<file path="config.mk">
export PLATFORM = sky130hd
export DESIGN_NAME = led_pattern_sequencer_top_flat
export DESIGN_NICKNAME = d
export VERILOG_FILES = /design/src/design/ledseq_pkg.sv /design/src/design/ledseq_if.sv /design/src/design/led_pattern_sequencer_top.sv /design/src/design/ledseq_step.sv /design/src/flat_wrapper.sv
export SDC_FILE = /design/constraint.sdc
export NUM_CORES = 1
export LEC_CHECK = 0
export BUFFER_PORTS_ARGS = -buffer_cell sky130_fd_sc_hd__buf_2
export CAP_MARGIN = 20
export CORE_ASPECT_RATIO = 2
export CORE_MARGIN = 4
export CORE_UTILIZATION = 65
export CTS_BUF_LIST = sky130_fd_sc_hd__clkbuf_4 sky130_fd_sc_hd__clkbuf_8 sky130_fd_sc_hd__clkbuf_16
export DETAILED_ROUTE_END_ITERATION = 10
export GPL_ROUTABILITY_DRIVEN = 0
export GPL_TIMING_DRIVEN = 0
export PLACE_DENSITY = 0.84
export RECOVER_POWER = 100
export REMOVE_ABC_BUFFERS = 1
export SETUP_SLACK_MARGIN = 0.2
export SLEW_MARGIN = 20
export SYNTH_ARGS = -nofsm -noshare
export SYNTH_HDL_FRONTEND = slang
export SYNTH_HIERARCHICAL = 1
export SYNTH_SLANG_ARGS = --single-unit
</file>
<file path="constraint.sdc">
create_clock -name clk_i -period 6.6 [get_ports clk_i]
set_clock_uncertainty 0.15 [all_clocks]
set_input_delay 0.66 -clock clk_i [delete_from_list [all_inputs] [get_ports clk_i]]
set_output_delay 0.66 -clock clk_i [all_outputs]
set_load 0.05 [all_outputs]
</file>
<file path="src/design/ledseq_pkg.sv">
// Shared types, constants and pattern functions for the LED pattern sequencer.
package ledseq_pkg;

  localparam int unsigned PATTERN_COUNT = 6;
  localparam int unsigned PAT_W = 3;
  localparam int unsigned STEP_W = 4;
  localparam int unsigned MS_W = 16;
  localparam int unsigned LED_W = 8;
  localparam int unsigned CFG_IDX_W = 1;

  localparam logic [PAT_W-1:0] PAT_WALK_LEFT = 3'd0;
  localparam logic [PAT_W-1:0] PAT_WALK_RIGHT = 3'd1;
  localparam logic [PAT_W-1:0] PAT_FILL_LEFT = 3'd2;
  localparam logic [PAT_W-1:0] PAT_FILL_RIGHT = 3'd3;
  localparam logic [PAT_W-1:0] PAT_OPEN = 3'd4;
  localparam logic [PAT_W-1:0] PAT_CLOSE = 3'd5;

  localparam logic [STEP_W-1:0] LONG_LIMIT = 4'd8;
  localparam logic [STEP_W-1:0] SHORT_LIMIT = 4'd4;

  localparam logic [MS_W-1:0] FAST_RESET = 16'd30;
  localparam logic [MS_W-1:0] SLOW_RESET = 16'd100;

  typedef enum logic [CFG_IDX_W-1:0] {
    CFG_FAST_INTERVAL = 1'b0,
    CFG_SLOW_INTERVAL = 1'b1
  } cfg_reg_e;

  typedef logic [PAT_W-1:0] pattern_t;

  typedef struct packed {
    logic                                  manual_mode;
    pattern_t                              auto_pattern;
    pattern_t                              manual_pattern;
    logic [PATTERN_COUNT-1:0][STEP_W-1:0]  pattern_step;
    logic [MS_W-1:0]                       elapsed_ms;
    logic [LED_W-1:0]                      led;
  } seq_state_t;

  // Next pattern in the fixed order, wrapping after the closing pattern.
  function automatic pattern_t next_pattern(input pattern_t p);
    pattern_t r;
    if (p == PAT_CLOSE) begin
      r = PAT_WALK_LEFT;
    end else begin
      r = p + 3'd1;
    end
    return r;
  endfunction

  // LED byte after one step of pattern p at step s.
  function automatic logic [LED_W-1:0] pattern_leds(input pattern_t p,
                                                    input logic [STEP_W-1:0] s,
                                                    input logic [LED_W-1:0] led);
    logic [LED_W-1:0] r;
    r = '0;
    case (p)
      PAT_WALK_LEFT:  r = 8'h01 << s[2:0];
      PAT_WALK_RIGHT: r = 8'h80 >> s[2:0];
      PAT_FILL_LEFT:  r = led | (8'h01 << s[2:0]);
      PAT_FILL_RIGHT: r = led | (8'h80 >> s[2:0]);
      PAT_OPEN:       r = led | (8'h10 << s[1:0]) | (8'h08 >> s[1:0]);
      PAT_CLOSE:      r = ((8'hf0 >> s[1:0]) & 8'hf0) | ((8'h0f << s[1:0]) & 8'h0f);
      default:        r = '0;
    endcase
    return r;
  endfunction

endpackage

</file>
<file path="src/design/ledseq_if.sv">
// Valid/ready channel interfaces for the sequencer's input and result transactions.
interface ledseq_in_if;
  logic valid;
  logic ready;
  logic ms_tick;
  logic mode_press;
  logic advance_press;

  modport source (output valid, output ms_tick, output mode_press, output advance_press,
                  input ready);
  modport sink (input valid, input ms_tick, input mode_press, input advance_press,
                output ready);
endinterface

interface ledseq_out_if;
  logic       valid;
  logic       ready;
  logic [7:0] led_bits;
  logic       manual_mode;
  logic [2:0] active_pattern;

  modport source (output valid, output led_bits, output manual_mode, output active_pattern,
                  input ready);
  modport sink (input valid, input led_bits, input manual_mode, input active_pattern,
                output ready);
endinterface

</file>
<file path="src/design/led_pattern_sequencer_top.sv">
// Top level of the LED pattern sequencer: state, configuration and result registers.
// The sequencer takes one input transaction per clock cycle and returns exactly one result
// transaction for each in the cycle after acceptance; its full state (mode, pattern selectors,
// six step counters, the saturating millisecond count and the LED byte) is updated in that
// single cycle by the next-state logic, and a result register decouples the output channel
// so input is still taken while a result waits, as long as the result is consumed that
// cycle. Register 0 sets the step interval of the shift, fill and closing patterns and
// register 1 that of the opening pattern; write them only while no transaction is pending.
module led_pattern_sequencer_top (
  input  logic                               clk_i,
  input  logic                               rst_ni,
  input  logic                               cfg_we_i,
  input  logic [ledseq_pkg::CFG_IDX_W-1:0]   cfg_idx_i,
  input  logic [ledseq_pkg::MS_W-1:0]        cfg_data_i,
  ledseq_in_if.sink                          in_i,
  ledseq_out_if.source                       out_o
);
  import ledseq_pkg::*;

  seq_state_t        state_q, state_d;
  logic [MS_W-1:0]   fast_interval_q, slow_interval_q;
  pattern_t          sel;
  logic              out_valid_q;
  logic [LED_W-1:0]  led_q;
  logic              mode_q;
  pattern_t          pattern_q;
  logic              accept;

  assign in_i.ready = !out_valid_q || out_o.ready;
  assign accept = in_i.valid && in_i.ready;

  ledseq_step u_step (
    .state_i          (state_q),
    .fast_interval_i  (fast_interval_q),
    .slow_interval_i  (slow_interval_q),
    .ms_tick_i        (in_i.ms_tick),
    .mode_press_i     (in_i.mode_press),
    .advance_press_i  (in_i.advance_press),
    .state_o          (state_d),
    .active_pattern_o (sel)
  );

  always_ff @(posedge clk_i or negedge rst_ni) begin
    if (!rst_ni) begin
      fast_interval_q <= FAST_RESET;
      slow_interval_q <= SLOW_RESET;
    end else if (cfg_we_i) begin
      case (cfg_reg_e'(cfg_idx_i))
        CFG_FAST_INTERVAL: fast_interval_q <= cfg_data_i;
        CFG_SLOW_INTERVAL: slow_interval_q <= cfg_data_i;
        default: ;
      endcase
    end
  end

  always_ff @(posedge clk_i or negedge rst_ni) begin
    if (!rst_ni) begin
      state_q <= '0;
    end else if (accept) begin
      state_q <= state_d;
    end
  end

  always_ff @(posedge clk_i or negedge rst_ni) begin
    if (!rst_ni) begin
      out_valid_q <= 1'b0;
    end else if (accept) begin
      out_valid_q <= 1'b1;
    end else if (out_o.ready) begin
      out_valid_q <= 1'b0;
    end
  end

  always_ff @(posedge clk_i) begin
    if (accept) begin
      led_q <= state_d.led;
      mode_q <= state_d.manual_mode;
      pattern_q <= sel;
    end
  end

  assign out_o.valid = out_valid_q;
  assign out_o.led_bits = led_q;
  assign out_o.manual_mode = mode_q;
  assign out_o.active_pattern = pattern_q;

endmodule

</file>
<file path="src/design/ledseq_step.sv">
// Next-state logic of the sequencer for one input transaction.
module ledseq_step (
  input  ledseq_pkg::seq_state_t        state_i,
  input  logic [ledseq_pkg::MS_W-1:0]   fast_interval_i,
  input  logic [ledseq_pkg::MS_W-1:0]   slow_interval_i,
  input  logic                          ms_tick_i,
  input  logic                          mode_press_i,
  input  logic                          advance_press_i,
  output ledseq_pkg::seq_state_t        state_o,
  output ledseq_pkg::pattern_t          active_pattern_o
);
  import ledseq_pkg::*;

  logic [MS_W-1:0]   elapsed;
  logic              mode;
  pattern_t          manual_pat;
  pattern_t          sel;
  logic [MS_W-1:0]   interval;
  logic [STEP_W-1:0] limit;
  logic [STEP_W-1:0] step;
  logic              fire;

  always_comb begin
    state_o = state_i;

    // The millisecond count saturates rather than wrapping.
    elapsed = state_i.elapsed_ms;
    if (ms_tick_i && (state_i.elapsed_ms != '1)) begin
      elapsed = state_i.elapsed_ms + 16'd1;
    end

    mode = state_i.manual_mode ^ mode_press_i;
    manual_pat = state_i.manual_pattern;
    if (mode && advance_press_i) begin
      manual_pat = next_pattern(state_i.manual_pattern);
    end
    sel = mode ? manual_pat : state_i.auto_pattern;

    interval = (sel == PAT_OPEN) ? slow_interval_i : fast_interval_i;
    limit = (sel < PAT_OPEN) ? LONG_LIMIT : SHORT_LIMIT;

    step = '0;
    case (sel)
      PAT_WALK_LEFT, PAT_WALK_RIGHT, PAT_FILL_LEFT,
      PAT_FILL_RIGHT, PAT_OPEN, PAT_CLOSE: step = state_i.pattern_step[sel];
      default: step = '0;
    endcase

    fire = (elapsed >= interval);

    state_o.manual_mode = mode;
    state_o.manual_pattern = manual_pat;
    state_o.elapsed_ms = elapsed;

    if (fire) begin
      state_o.elapsed_ms = '0;
      if (step >= limit) begin
        // End of the pattern: blank, restart its steps and move on in auto mode.
        state_o.pattern_step[sel] = '0;
        state_o.led = '0;
        if (!mode) begin
          state_o.auto_pattern = next_pattern(state_i.auto_pattern);
        end
      end else begin
        state_o.led = pattern_leds(sel, step, state_i.led);
        state_o.pattern_step[sel] = step + 4'd1;
      end
    end

    active_pattern_o = mode ? manual_pat : state_o.auto_pattern;
  end

endmodule

</file>
<file path="src/flat_wrapper.sv">
// flat-port wrapper written by rule: the top's interface ports become plain ports
module led_pattern_sequencer_top_flat import ledseq_pkg::*;
  (clk_i, rst_ni, cfg_we_i, cfg_idx_i, cfg_data_i, in_i_valid, in_i_ms_tick, in_i_mode_press, in_i_advance_press, in_i_ready, out_o_valid, out_o_led_bits, out_o_manual_mode, out_o_active_pattern, out_o_ready);
  ledseq_in_if in_i_i ();
  ledseq_out_if out_o_i ();
  input  logic clk_i;
  input  logic rst_ni;
  input  logic cfg_we_i;
  input  logic [ledseq_pkg::CFG_IDX_W-1:0] cfg_idx_i;
  input  logic [ledseq_pkg::MS_W-1:0] cfg_data_i;
  input wire logic [$bits(in_i_i.valid)-1:0] in_i_valid;
  input wire logic [$bits(in_i_i.ms_tick)-1:0] in_i_ms_tick;
  input wire logic [$bits(in_i_i.mode_press)-1:0] in_i_mode_press;
  input wire logic [$bits(in_i_i.advance_press)-1:0] in_i_advance_press;
  output wire logic [$bits(in_i_i.ready)-1:0] in_i_ready;
  output wire logic [$bits(out_o_i.valid)-1:0] out_o_valid;
  output wire logic [$bits(out_o_i.led_bits)-1:0] out_o_led_bits;
  output wire logic [$bits(out_o_i.manual_mode)-1:0] out_o_manual_mode;
  output wire logic [$bits(out_o_i.active_pattern)-1:0] out_o_active_pattern;
  input wire logic [$bits(out_o_i.ready)-1:0] out_o_ready;
  assign in_i_i.valid = in_i_valid;
  assign in_i_i.ms_tick = in_i_ms_tick;
  assign in_i_i.mode_press = in_i_mode_press;
  assign in_i_i.advance_press = in_i_advance_press;
  assign in_i_ready = in_i_i.ready;
  assign out_o_valid = out_o_i.valid;
  assign out_o_led_bits = out_o_i.led_bits;
  assign out_o_manual_mode = out_o_i.manual_mode;
  assign out_o_active_pattern = out_o_i.active_pattern;
  assign out_o_i.ready = out_o_ready;
  led_pattern_sequencer_top u_core (.clk_i(clk_i), .rst_ni(rst_ni), .cfg_we_i(cfg_we_i), .cfg_idx_i(cfg_idx_i), .cfg_data_i(cfg_data_i), .in_i(in_i_i), .out_o(out_o_i));
endmodule
</file>
==> impl_metrics.toml <==
[grt]
grt_overflow_total = 0
grt_max_degree = 46
grt_pass1_wl_um = 21830
track_usage = 0.2385
antenna_found_initial = 0
grt_pass1_vias = 4674

[status]
status = "complete, but fails checks"
violations = "max-capacitance violations, max-slew violations"

[clocking]
clk_pin_slew_ps = 70
cts_resized = 0
htreeDepth = 3
cts.path.max_buffers = 2
root_buffer = "clkbuf_16"
hold_buffers = 0
postCtsSetupBuffers = 0
cts_tree = "done"
cts_made_buffers = 9
clkSinkCount = 100
insertion_delay_ps = 340

[placed_design]
dpl.hpwl_um = 9585
io_buffers = 38
place_ws_ps = 766.9

[worst_setup_path]
slowest_delay_ps = 720
crit_fanout = 35
critPathRequiredTime_ps = 6670
path_cells = "buf_2 -> xnor2_4 -> inv_4 -> mux2i_4 -> nand2_1 -> mux2i_1 -> ha_1 -> nand4_1 -> nor3_1 -> and2_0 -> a221o_2 -> nand2_1 -> nor2_1 -> mux2_2 -> mux2_1"
startpoint_type = "input pin"
crit_buf_inv = 2
critical-path-top-delay-family = "simple AND/OR/NAND/NOR gates"
critical_path.slowest_cell = "nand2_1"
end_kind = "register"
critical_path_class = "in2reg"
worstPathArrival_ps = 5660
crit_top_cell = "nand2_1"

[timing]
setup_tns_ps = 0
rsz0062_at_grt = "no"
max_slew_margin = -0.6434
worst_pin_slew_ps = 2465
slew_viol_final = 91
final-setup-viol-count = 0
worst_slack_ps = 1012
period_needed_ps = 5588
max_freq_mhz = 179.0
fin_crit_sh = 0.8467
finalHoldViolCount = 0

[cells_and_area]
final_cell_mix = "dfrtp_1 (81), mux2_2 (68), nand2_1 (44), mux2_1 (38), ha_1 (26)"
mostFrequentLayoutCell = "dfrtp_1"
antenna_cells = 0
nets = 629
drive_above_1_share = 0.2419
syn2layout_area_growth_pct = 4.772
num-fill-cells = 686

[floorplan]
start_util = 0.6744
die_w_um = 78.01
pin_count = 39
core-area_um2 = 9447
row_count = 50
dieHeight_um = 148.0
dieArea_um2 = 11550

[synth]
avgSynthCellArea_um2 = 11.52
synth_area_um2 = 6371
synth_ff_type = "dfrtp_1"
ys_ff_latch = 100
netlist_instances = 553
synth-edff-count = 12
ys_types = 72
yosysSeqAreaShare = 0.4036
ys_warn_count = 6
synthArstFlopShare = 0.8800

[pwr]
leakage_nw = 3.135
p_sw_uw = 927.9
p_int_mw = 1.404
swShare = 0.3979
clkPwrFrac = 0.228
p_comb_frac = 0.419
power.density_nw_per_um2 = 349.4
p_seq_frac = 0.354
ir_drop_mv = 0.3120

[hold_path]
hold_path.class = "reg2reg"

[detailed_routing]
vias = 4435
vias_per_cell = 6.220
dr.pass1.iters = 7
wl_um = 13190
route.detailed.drc = 0
drt_iter0_drc = 263
wl_per_cell_um = 18.50
ant_nets = 0

[job]
cap_violations = 2
==> flip-flops by register name, summed over array words and instances, names as in the netlist <==
| signal | count |
|---|---|
| u_core/out_o.valid | 1 |
| u_core/fast_interval_q | 16 |
| u_core/out_o.manual_mode | 1 |
| u_core/out_o.led_bits | 8 |
| u_core/out_o.active_pattern | 3 |
| u_core/state_q | 55 |
| u_core/slow_interval_q | 16 |
==> logic make-up after synthesis <==
group / count (synthesis) / synth area share
simple gates: 138 / 0.1129
mux: 135 / 0.2592
flops: 100 / 0.4036
compound gates: 91 / 0.09918
buf+inv: 44 / 0.04379
fa+ha+maj: 26 / 0.05106
xor+xnor: 19 / 0.03024
==> final cells by class <==
cell class / instances / area (um^2) / area share
Multi-Input combinational cell: 409 / 3377 / 0.5059
Sequential cell: 100 / 2571 / 0.3852
Clock buffer: 11 / 240.2 / 0.03599
Timing Repair Buffer: 40 / 193.9 / 0.02905
Tap cell: 130 / 162.7 / 0.02437
Inverter: 18 / 70.07 / 0.01050
Clock inverter: 5 / 60.06 / 0.008997
==> Yosys cell counts (4+ instances only) <==
cell type  instances  area share
dfrtp_1           81        0.32
mux2_2            69        0.12
nand2_1           43       0.025
mux2_4            40       0.094
ha_1              26       0.051
a21oi_1           25       0.020
mux2i_1           24       0.038
nor2_1            24       0.014
nor2b_1           18       0.018
inv_1             15      0.0088
o21ai_0           14       0.011
nand3_1           13       0.010
edfxtp_1          12       0.057
xnor2_1           10       0.014
buf_2              8      0.0063
clkbuf_1           7      0.0041
dfstp_2            7       0.029
nand4_1            7      0.0069
o22ai_1            7      0.0069
xor2_1             7      0.0096
a21o_1             5      0.0059
a311oi_1           5      0.0069
nand2b_1           5      0.0049
nor3_1             5      0.0039
o21ai_1            5      0.0039
buf_6              4      0.0071
==> layer usage <==
layer	routed length (um)	vias up	track usage
met3	472	65	0.03232
met4	709	0	0.1445
met1	4600	2175	0.2347
met2	7408	146	0.4566
met5	0	-	0
li1	-	2049	-
==> worst reg2reg max path, delay by kind of cell, from the launching register on <==
family,cells,cell delay [ps]
fa+ha+maj,1,360
mux,4,1470
simple gates,6,1800
buf+inv,1,190
xor+xnor,1,420
compound gates,1,640
flops,1,440
==> final timing paths <==
| kind | start | end | slack [ps] | cells past startpoint |
|---|---|---|---|---|
| min in group asynchronous | rst_ni | u_core/state_q[54] | 860 | 1 |
| max in group asynchronous | rst_ni | u_core/state_q[0] | 2210 | 2 |
| setup reg to reg | u_core/state_q[54] | u_core/state_q[24] | 1020 | 14 |
| hold reg to reg | u_core/slow_interval_q[0] | u_core/slow_interval_q[0] | 360 | 1 |
| hold / removal | u_core/slow_interval_q[0] | u_core/slow_interval_q[0] | 360 | 1 |
| setup / recovery | in_i_mode_press | u_core/state_q[24] | 1010 | 15 |
==> metrics by stage <==
| stage | cells | instance area [um^2] | hold slack [ps] | util | total power [mW] |
|---|---|---|---|---|---|
| 2_1_floorplan | 527 | 6162 | 214.4 | - | 1.574 |
| 3_3_place_gp | 695 | 6515 | 335.9 | 0.6897 | 1.774 |
| 3_5_place_dp | 697 | 6574 | 342.9 | 0.6959 | 1.828 |
| 4_1_cts | 713 | 6874 | 183.7 | 0.7277 | 2.375 |
| 5_1_grt | 713 | 6675 | 372.2 | 0.7066 | 2.466 |
| 6_report | 713 | 6675 | 357.1 | 0.7066 | 2.332 |
==> power groups by stage <==
stage                     registers [mW]  logic [mW]  clock network [mW]
after floorplan                    0.856       0.718                   0
after global placement             0.826       0.947                   0
after detailed placement           0.836       0.992                   0
after CTS                          0.825        1.01               0.544
after global routing               0.839        1.06               0.567
final                              0.825       0.976               0.531
Note: power is estimated with default switching activity, not from simulation.
